$ cat src/rtl/buddy_page_allocator_assert.svh
// assertion macros shared by the buddy allocator rtl
`ifndef BUDDY_PAGE_ALLOCATOR_ASSERT_SVH
`define BUDDY_PAGE_ALLOCATOR_ASSERT_SVH
`ifndef NO_ASSERTIONS
// checked property, off while reset is high
`define BPA_ASSERT(lbl, clk_e, rst_e, prop, msg) \
  lbl: assert property (@(posedge clk_e) disable iff (rst_e) prop) else $error(msg);
// checked property, also during reset
`define BPA_ASSERT_ALWAYS(lbl, clk_e, prop, msg) \
  lbl: assert property (@(posedge clk_e) prop) else $error(msg);
`else
`define BPA_ASSERT(lbl, clk_e, rst_e, prop, msg)
`define BPA_ASSERT_ALWAYS(lbl, clk_e, prop, msg)
`endif
`endif

$ cat src/rtl/bpa_pkg.sv
// shared types and constants of the buddy page allocator
`default_nettype none
package bpa_pkg;
  localparam int MAX_ORDER = 4;
  localparam int FRAMES    = 4096;
  localparam int FRAME_W   = $clog2(FRAMES);
  localparam int LINK_W    = FRAME_W + 1;
  localparam int ORDER_W   = 3;
  localparam int FORDER_W  = 4;
  localparam int COUNT_W   = 16;
  localparam int REG_W     = 13;
  localparam int SPAN_W    = REG_W + 1;
  localparam int BLK       = 1 << MAX_ORDER;
  localparam int HEADS     = MAX_ORDER + 1;

  localparam logic [LINK_W-1:0]   NIL         = LINK_W'(FRAMES);
  localparam logic [FORDER_W-1:0] MERGED_AWAY = 4'd15;

  typedef enum logic [1:0] {CMD_ALLOC, CMD_FREE, CMD_INIT, CMD_NOP} cmd_t;
  typedef enum logic [1:0] {FS_RESERVED, FS_FREE, FS_ALLOC} fstate_t;
  typedef enum logic {REG_REGION_START, REG_REGION_END} reg_idx_t;

  typedef struct packed {
    logic [FORDER_W-1:0] order;
    fstate_t             st;
  } finfo_t;

  typedef enum logic [3:0] {
    OP_IDLE, OP_LATCH, OP_SWEEP, OP_A_FIND, OP_A_UNLINK, OP_A_SPLIT,
    OP_F_CHECK, OP_F_STATE, OP_F_PAIR, OP_F_PCHK, OP_F_UNLINK,
    OP_PUSH1, OP_PUSH2, OP_OUT
  } op_t;

  typedef enum logic [3:0] {
    ST_IDLE, ST_SWEEP, ST_A_FIND, ST_A_UNLINK, ST_A_SPLIT,
    ST_F_CHECK, ST_F_STATE, ST_F_PAIR, ST_F_PCHK, ST_F_UNLINK,
    ST_PUSH1, ST_PUSH2, ST_DONE
  } state_t;

  typedef struct packed {
    op_t  op;
    logic ok;
  } dp_cmd_t;

  typedef struct packed {
    logic fail;
    logic stop;
    logic sweep_last;
    logic out_busy;
  } dp_status_t;

  typedef struct packed {
    cmd_t                 command;
    logic [COUNT_W-1:0]   page_count;
    logic [FRAME_W-1:0]   block_pfn;
    logic [ORDER_W-1:0]   block_order;
  } req_t;
endpackage
`default_nettype wire

$ cat src/rtl/bpa_ctrl.sv
// sequencer state machine of the buddy allocator
`default_nettype none
`include "buddy_page_allocator_assert.svh"
module bpa_ctrl (
  input  logic                clk,
  input  logic                rst,
  input  logic                req_valid,
  input  logic [1:0]          req_command,
  output logic                req_ready,
  input  bpa_pkg::dp_status_t status,
  output bpa_pkg::dp_cmd_t    cmd
);
  bpa_pkg::state_t state, state_next;
  logic ok_flag, ok_flag_next;
  logic is_alloc, is_alloc_next;
  logic report, report_next;

  always_ff @(posedge clk) begin
    if (rst) begin
      state    <= bpa_pkg::ST_SWEEP;
      ok_flag  <= 1'b0;
      is_alloc <= 1'b0;
      report   <= 1'b0;
    end else begin
      state    <= state_next;
      ok_flag  <= ok_flag_next;
      is_alloc <= is_alloc_next;
      report   <= report_next;
    end
  end

  always_comb begin
    state_next    = state;
    ok_flag_next  = ok_flag;
    is_alloc_next = is_alloc;
    report_next   = report;
    req_ready     = 1'b0;
    cmd.op        = bpa_pkg::OP_IDLE;
    cmd.ok        = ok_flag;
    case (state)
      bpa_pkg::ST_IDLE: begin
        req_ready = 1'b1;
        if (req_valid) begin
          cmd.op = bpa_pkg::OP_LATCH;
          case (bpa_pkg::cmd_t'(req_command))
            bpa_pkg::CMD_ALLOC: begin
              is_alloc_next = 1'b1;
              state_next    = bpa_pkg::ST_A_FIND;
            end
            bpa_pkg::CMD_FREE: begin
              is_alloc_next = 1'b0;
              state_next    = bpa_pkg::ST_F_CHECK;
            end
            bpa_pkg::CMD_INIT: begin
              report_next = 1'b1;
              state_next  = bpa_pkg::ST_SWEEP;
            end
            default: begin
              ok_flag_next = 1'b0;
              state_next   = bpa_pkg::ST_DONE;
            end
          endcase
        end
      end
      bpa_pkg::ST_SWEEP: begin
        cmd.op = bpa_pkg::OP_SWEEP;
        if (status.sweep_last) begin
          ok_flag_next = 1'b1;
          report_next  = 1'b0;
          state_next   = report ? bpa_pkg::ST_DONE : bpa_pkg::ST_IDLE;
        end
      end
      bpa_pkg::ST_A_FIND: begin
        cmd.op = bpa_pkg::OP_A_FIND;
        if (status.fail) begin
          ok_flag_next = 1'b0;
          state_next   = bpa_pkg::ST_DONE;
        end else begin
          state_next = bpa_pkg::ST_A_UNLINK;
        end
      end
      bpa_pkg::ST_A_UNLINK: begin
        cmd.op     = bpa_pkg::OP_A_UNLINK;
        state_next = bpa_pkg::ST_A_SPLIT;
      end
      bpa_pkg::ST_A_SPLIT: begin
        cmd.op = bpa_pkg::OP_A_SPLIT;
        if (status.stop) begin
          ok_flag_next = 1'b1;
          state_next   = bpa_pkg::ST_DONE;
        end else begin
          state_next = bpa_pkg::ST_PUSH1;
        end
      end
      bpa_pkg::ST_F_CHECK: begin
        cmd.op = bpa_pkg::OP_F_CHECK;
        if (status.fail) begin
          ok_flag_next = 1'b0;
          state_next   = bpa_pkg::ST_DONE;
        end else begin
          state_next = bpa_pkg::ST_F_STATE;
        end
      end
      bpa_pkg::ST_F_STATE: begin
        cmd.op = bpa_pkg::OP_F_STATE;
        if (status.fail) begin
          ok_flag_next = 1'b0;
          state_next   = bpa_pkg::ST_DONE;
        end else begin
          state_next = bpa_pkg::ST_F_PAIR;
        end
      end
      bpa_pkg::ST_F_PAIR: begin
        cmd.op     = bpa_pkg::OP_F_PAIR;
        state_next = status.stop ? bpa_pkg::ST_PUSH1 : bpa_pkg::ST_F_PCHK;
      end
      bpa_pkg::ST_F_PCHK: begin
        cmd.op     = bpa_pkg::OP_F_PCHK;
        state_next = status.stop ? bpa_pkg::ST_PUSH1 : bpa_pkg::ST_F_UNLINK;
      end
      bpa_pkg::ST_F_UNLINK: begin
        cmd.op     = bpa_pkg::OP_F_UNLINK;
        state_next = bpa_pkg::ST_F_PAIR;
      end
      bpa_pkg::ST_PUSH1: begin
        cmd.op     = bpa_pkg::OP_PUSH1;
        state_next = bpa_pkg::ST_PUSH2;
      end
      bpa_pkg::ST_PUSH2: begin
        cmd.op = bpa_pkg::OP_PUSH2;
        if (is_alloc) begin
          state_next = bpa_pkg::ST_A_SPLIT;
        end else begin
          ok_flag_next = 1'b1;
          state_next   = bpa_pkg::ST_DONE;
        end
      end
      bpa_pkg::ST_DONE: begin
        if (!status.out_busy) begin
          cmd.op     = bpa_pkg::OP_OUT;
          state_next = bpa_pkg::ST_IDLE;
        end
      end
      default: begin
        state_next = bpa_pkg::ST_IDLE;
      end
    endcase
  end

  `BPA_ASSERT(a_sweep_hold, clk, rst, (state == bpa_pkg::ST_SWEEP && !status.sweep_last) |=> (state == bpa_pkg::ST_SWEEP), "sweep ended early")
  `BPA_ASSERT(a_out_free, clk, rst, (cmd.op == bpa_pkg::OP_OUT) |-> !status.out_busy, "result beat overwritten")
  `BPA_ASSERT(a_accept_busy, clk, rst, (req_valid && req_ready) |=> (state != bpa_pkg::ST_IDLE), "accepted beat not started")
  `BPA_ASSERT_ALWAYS(a_reset_sweep, clk, rst |=> (state == bpa_pkg::ST_SWEEP), "no clearing sweep after reset")
endmodule
`default_nettype wire

$ cat config.mk
export PLATFORM = sky130hd
export DESIGN_NAME = bpa_ctrl
export DESIGN_NICKNAME = d
export VERILOG_FILES = /design/src/rtl/bpa_pkg.sv /design/src/rtl/bpa_ctrl.sv
export VERILOG_INCLUDE_DIRS = /design/src /design/src/rtl
export SDC_FILE = /design/constraint.sdc
export NUM_CORES = 1
export LEC_CHECK = 0
export BUFFER_PORTS_ARGS = -buffer_cell sky130_fd_sc_hd__clkbuf_2
export CORE_UTILIZATION = 45
export CTS_CLUSTER_SIZE = 20
export DETAILED_ROUTE_END_ITERATION = 8
export PLACE_DENSITY = 0.75
export REMOVE_ABC_BUFFERS = 1
export SYNTH_ARGS = -nofsm -noshare
export SYNTH_HDL_FRONTEND = slang
export SYNTH_SLANG_ARGS = --single-unit
$ cat constraint.sdc
create_clock -name clk -period 4.8 [get_ports clk]
set_clock_uncertainty 0.05 [all_clocks]
set_input_delay 0.24 -clock clk [delete_from_list [all_inputs] [get_ports clk]]
set_output_delay 0.24 -clock clk [all_outputs]
set_load 0.05 [all_outputs]
## Word level (Yosys, flattened, before mapping)

Index checks and enable logic that the tools add are counted.

- Register bits: 7
- Latch bits: 0
- RAM bits: 0
- Bits in read-only memories: 0
- Input bits: 9
- Output and inout bits: 6
- Logic and storage cells: 66
- Memories: 0

- Add/sub/neg operators: 0
- $mul: 0
- Div/mod/pow operators: 0
- $lt $le $gt $ge: 0
- Equal/unequal tests: 22
- Shift-type cells: 0
- Mux-type cells: 29
- Bitwise operators: 0
- Reduce and logical (&&, ||, !) cells: 11

Operators by type and width:

| kind | count |
|---|---|
| $pmux W4 S13 | 2 |
| $mux W4 | 9 |
| $eq A4 B4 Y1 const B | 5 |
| $eq A4 B3 Y1 const B | 4 |
| $ne A2 B2 Y1 const B | 6 |
| $pmux W4 S3 | 1 |
| $mux W1 | 11 |
| $eq A4 B2 Y1 const B | 2 |
| $reduce_and A7 Y1 | 1 |
| $reduce_and A3 Y1 | 2 |
| $reduce_or A3 Y1 | 2 |
| $pmux W1 S5 | 1 |
| $reduce_bool A5 Y1 | 1 |
| $eq A4 B1 Y1 const B | 1 |
| $logic_not A4 Y1 | 1 |
| $mux W2 | 2 |
| $ne A2 B1 Y1 const B | 2 |
| $pmux W1 S2 | 2 |
| $reduce_and A4 Y1 | 1 |
| $reduce_bool A2 Y1 | 2 |
| $mux W3 | 1 |
| $eq A2 B1 Y1 const B | 1 |
| $eq A2 B2 Y1 const B | 1 |
| $logic_not A2 Y1 | 1 |

## Logic depth before layout (Yosys ltp)

- Word-level depth: 5
- Gate-level depth with buffers: 6
- Gate-level depth less buffers: 5

## Worst setup path after synthesis

OpenSTA, ideal clock, no wires.

- Path kind: register -> output
- From: register state[0]
- To: output cmd[3] (netlist bit)
- Data arrival time: 1.977 ns
- Data required time: 4.510 ns
- Slack: 2.533 ns
- Stages on the path, launching flop included: 6
- Buffers on the path: 2
- Path through: dfxtp_1 buf_2 buf_4 o21ai_0 a21oi_1 o21ai_0

RTL lines:

| what | line | RTL |
|---|---|---|
| from (decl) | bpa_ctrl.sv:13 | `bpa_pkg::state_t state, state_next;` |
| from (signal assigned) | bpa_ctrl.sv:20 | `state <= bpa_pkg::ST_SWEEP;` |
| from (signal assigned) | bpa_ctrl.sv:25 | `state <= state_next;` |
| to (decl) | bpa_ctrl.sv:11 | `output bpa_pkg::dp_cmd_t cmd` |

==> impl_metrics.csv <==
group,metric,value,unit
status,status,"finished clean",
timing,max_clock_freq,0.462,GHz
global_routing,first_global_vias,662,
clock_network,cts_buffers,3,
worst_setup_path,worstPathArrival,1.87,ns
worst_setup_path,rrSetupSlack,2.69,ns
power_and_ir_drop,power_density,336,nW/um2
power_and_ir_drop,peakVddDrop,0.230,mV
layout,drive_above_1_share,19.1,%
detailed_routing,vias,836,
worst_setup_path,crit_type,"flip-flop to output pin",
clock_network,clk_latency,0.25,ns
yosys,syn_inst,105,
layout,design_area,843,um2
die,fp.coreArea,1560,um2
place,placed_cell_area,817,um2
die,initial_utilization,49.4,%
global_routing,busiest_layer,"met2",
power_and_ir_drop,total_power,283,uW
layout,synthToLayoutAreaGrowth,9.42,%
global_routing,grt_max_degree,26,
detailed_routing,avgRoutedWirePerCell,13.7,um
clock_network,ctsHtreeMaxLevel,1,
yosys,syn_area,771,um2
timing,maxSlewHeadroom,48.6,%
clock_network,cts-root-buf,"clkbuf_4",
yosys,yosysTopAreaCell,"dfxtp_1",
worst_setup_path,start_kind,"flip-flop",
place,io_buffers,14,
clock_network,cts_hold_buf,0,
layout,diodes,0,
global_routing,use_met1,27.6,%
timing,maxSlewViolCount,0,
yosys,ys.flop_type,"dfxtp_1",
yosys,synthArstFlopShare,0,%
clock_network,cts_resized,0,
layout,final_common_cell,"clkbuf_2",
yosys,yosysSeqAreaShare,18.2,%
clock_network,cts_setup_buffers,0,
global_routing,grt_usage,20.9,%
die,rows,14,
detailed_routing,wirelength,1.80,mm
layout,final_nets,130,
timing,tightest_slew,0.770,ns
yosys,synth-seq-cells,7,
yosys,syn_area_per_cell,7.34,um2
global_routing,use_met2,33.3,%
detailed_routing,drt_first_iter_violations,26,
detailed_routing,avgViaCountPerCell,6.38,
worst_setup_path,crit_fanout,25,
layout,layout_common_cells,"clkbuf_2 (14), o21ai_0 (11), a21oi_1 (10)",
detailed_routing,drt_first_pass_iters,4,
die,die_x,43.4,um
timing,fin_crit,2.16,ns
timing,setup_violations,0,
run,maxCapViolations,0,
global_routing,antenna_found_initial,0,
timing,rsz0062_at_grt,"no",
worst_setup_path,critPathCaptureType,"output pin",
die,die_y,43.4,um
yosys,yosysWarnings,0,
clock_network,clock-sinks,7,
place,place_hpwl,1.32,mm
worst_setup_path,critPathRequiredTime,4.51,ns
detailed_routing,drc,0,
die,ioPinCount,15,
timing,hold_viol,0,
yosys,ys_types,41,
yosys,yosysTopAreaCellShare,18.2,%
detailed_routing,ant_nets,0,
global_routing,grt_use_met3,7.50,%
yosys,synth.area.top_cells,"dfxtp_1 (18%), ha_1 (8.1%), o21ai_0 (7.1%), a21oi_1 (6.5%), nand2b_1 (4.1%)",
clock_network,path_clk_slew,0.05,ns
global_routing,grt_overflow,0,
timing,tns,0,ns
clock_network,clock_path_buffers,2,
timing,fin_crit_sh,45.1,%
die,dieArea,1880,um2
clock_network,cts_tree,"yes",
place,place.gp.congestion,0.954,
hold_path,hold_path_class,"input pin to flip-flop",
global_routing,grt_pass1_wl,2.92,mm
power_and_ir_drop,p_leak,0.333,nW
yosys,synth_enable_flop_cells,0,
==> cell families (layout without fill, tap and decap cells) <==
kind of cell	after synthesis	count (layout)	synth area share (%)
buf+inv	14	24	8.60
flops	7	7	18.2
simple gates	36	36	27.8
xor+xnor	1	1	1.14
compound gates	39	39	32.0
mux	3	3	4.22
fa+ha+maj	5	5	8.12
==> stage by stage <==
step           cells  hold WS [ns]  util [%]  setup slack (ns)
3_5_place_dp     127         0.431      52.4              2.70
3_3_place_gp     127         0.449      52.4              2.78
6_report         131         0.183      54.1              2.64
4_1_cts          131         0.169      54.1              2.63
2_1_floorplan     97         0.262         -              2.51
5_1_grt          131         0.174      54.1              2.47
==> worst max-delay path, stage by stage (launching register included) <==
cell	delay, ns
dfxtp_1	0.82
and2b_1	0.31
nand2_1	0.09
o21ai_0	0.11
clkbuf_2	0.30
==> Yosys cell counts, types with 3 or more instances <==
cell type and count:
nand2_1 3, nor2_1 7, buf_2 5, o21ai_0 11
nor3_1 3, ha_1 5, nand3_1 3, inv_1 6
a21oi_1 10, dfxtp_1 7, nand2b_1 5, a31oi_1 3
==> power by group <==
part / leakage, nW / internal (mW) / total [mW] / switching (mW)
clock: 0.0150 / 0.0316 / 0.0517 / 0.0201
combinational: 0.261 / 0.0521 / 0.140 / 0.0875
sequential: 0.0572 / 0.0661 / 0.0920 / 0.0259
==> final timing paths <==
kind | start | to | depth (start not counted)
max | state[0] | cmd[3] | 4
min | status[1] | report | 2
max reg2reg | state[0] | ok_flag | 4
min reg2reg | is_alloc | is_alloc | 2
==> registers in the layout, summed over array words and instances (netlist names) <==
name and cells:
ok_flag 1, state 4, is_alloc 1, report 1
==> layout make-up <==
class	count	area, um2
Clock buffer	4	26.3
Fill cell	160	716
Inverter	6	22.5
Multi-Input combinational cell	84	564
Sequential cell	7	140
Tap cell	16	20.0
Timing Repair Buffer	14	70.1
==> metal layers <==
layer  share of wire, %  vias up
met1                 45      377
met4               0.17        0
met2                 46       48
met5                  0        -
li1                   -      409
met3                8.7        2
No activity file was read; power rests on OpenSTA's default activity.
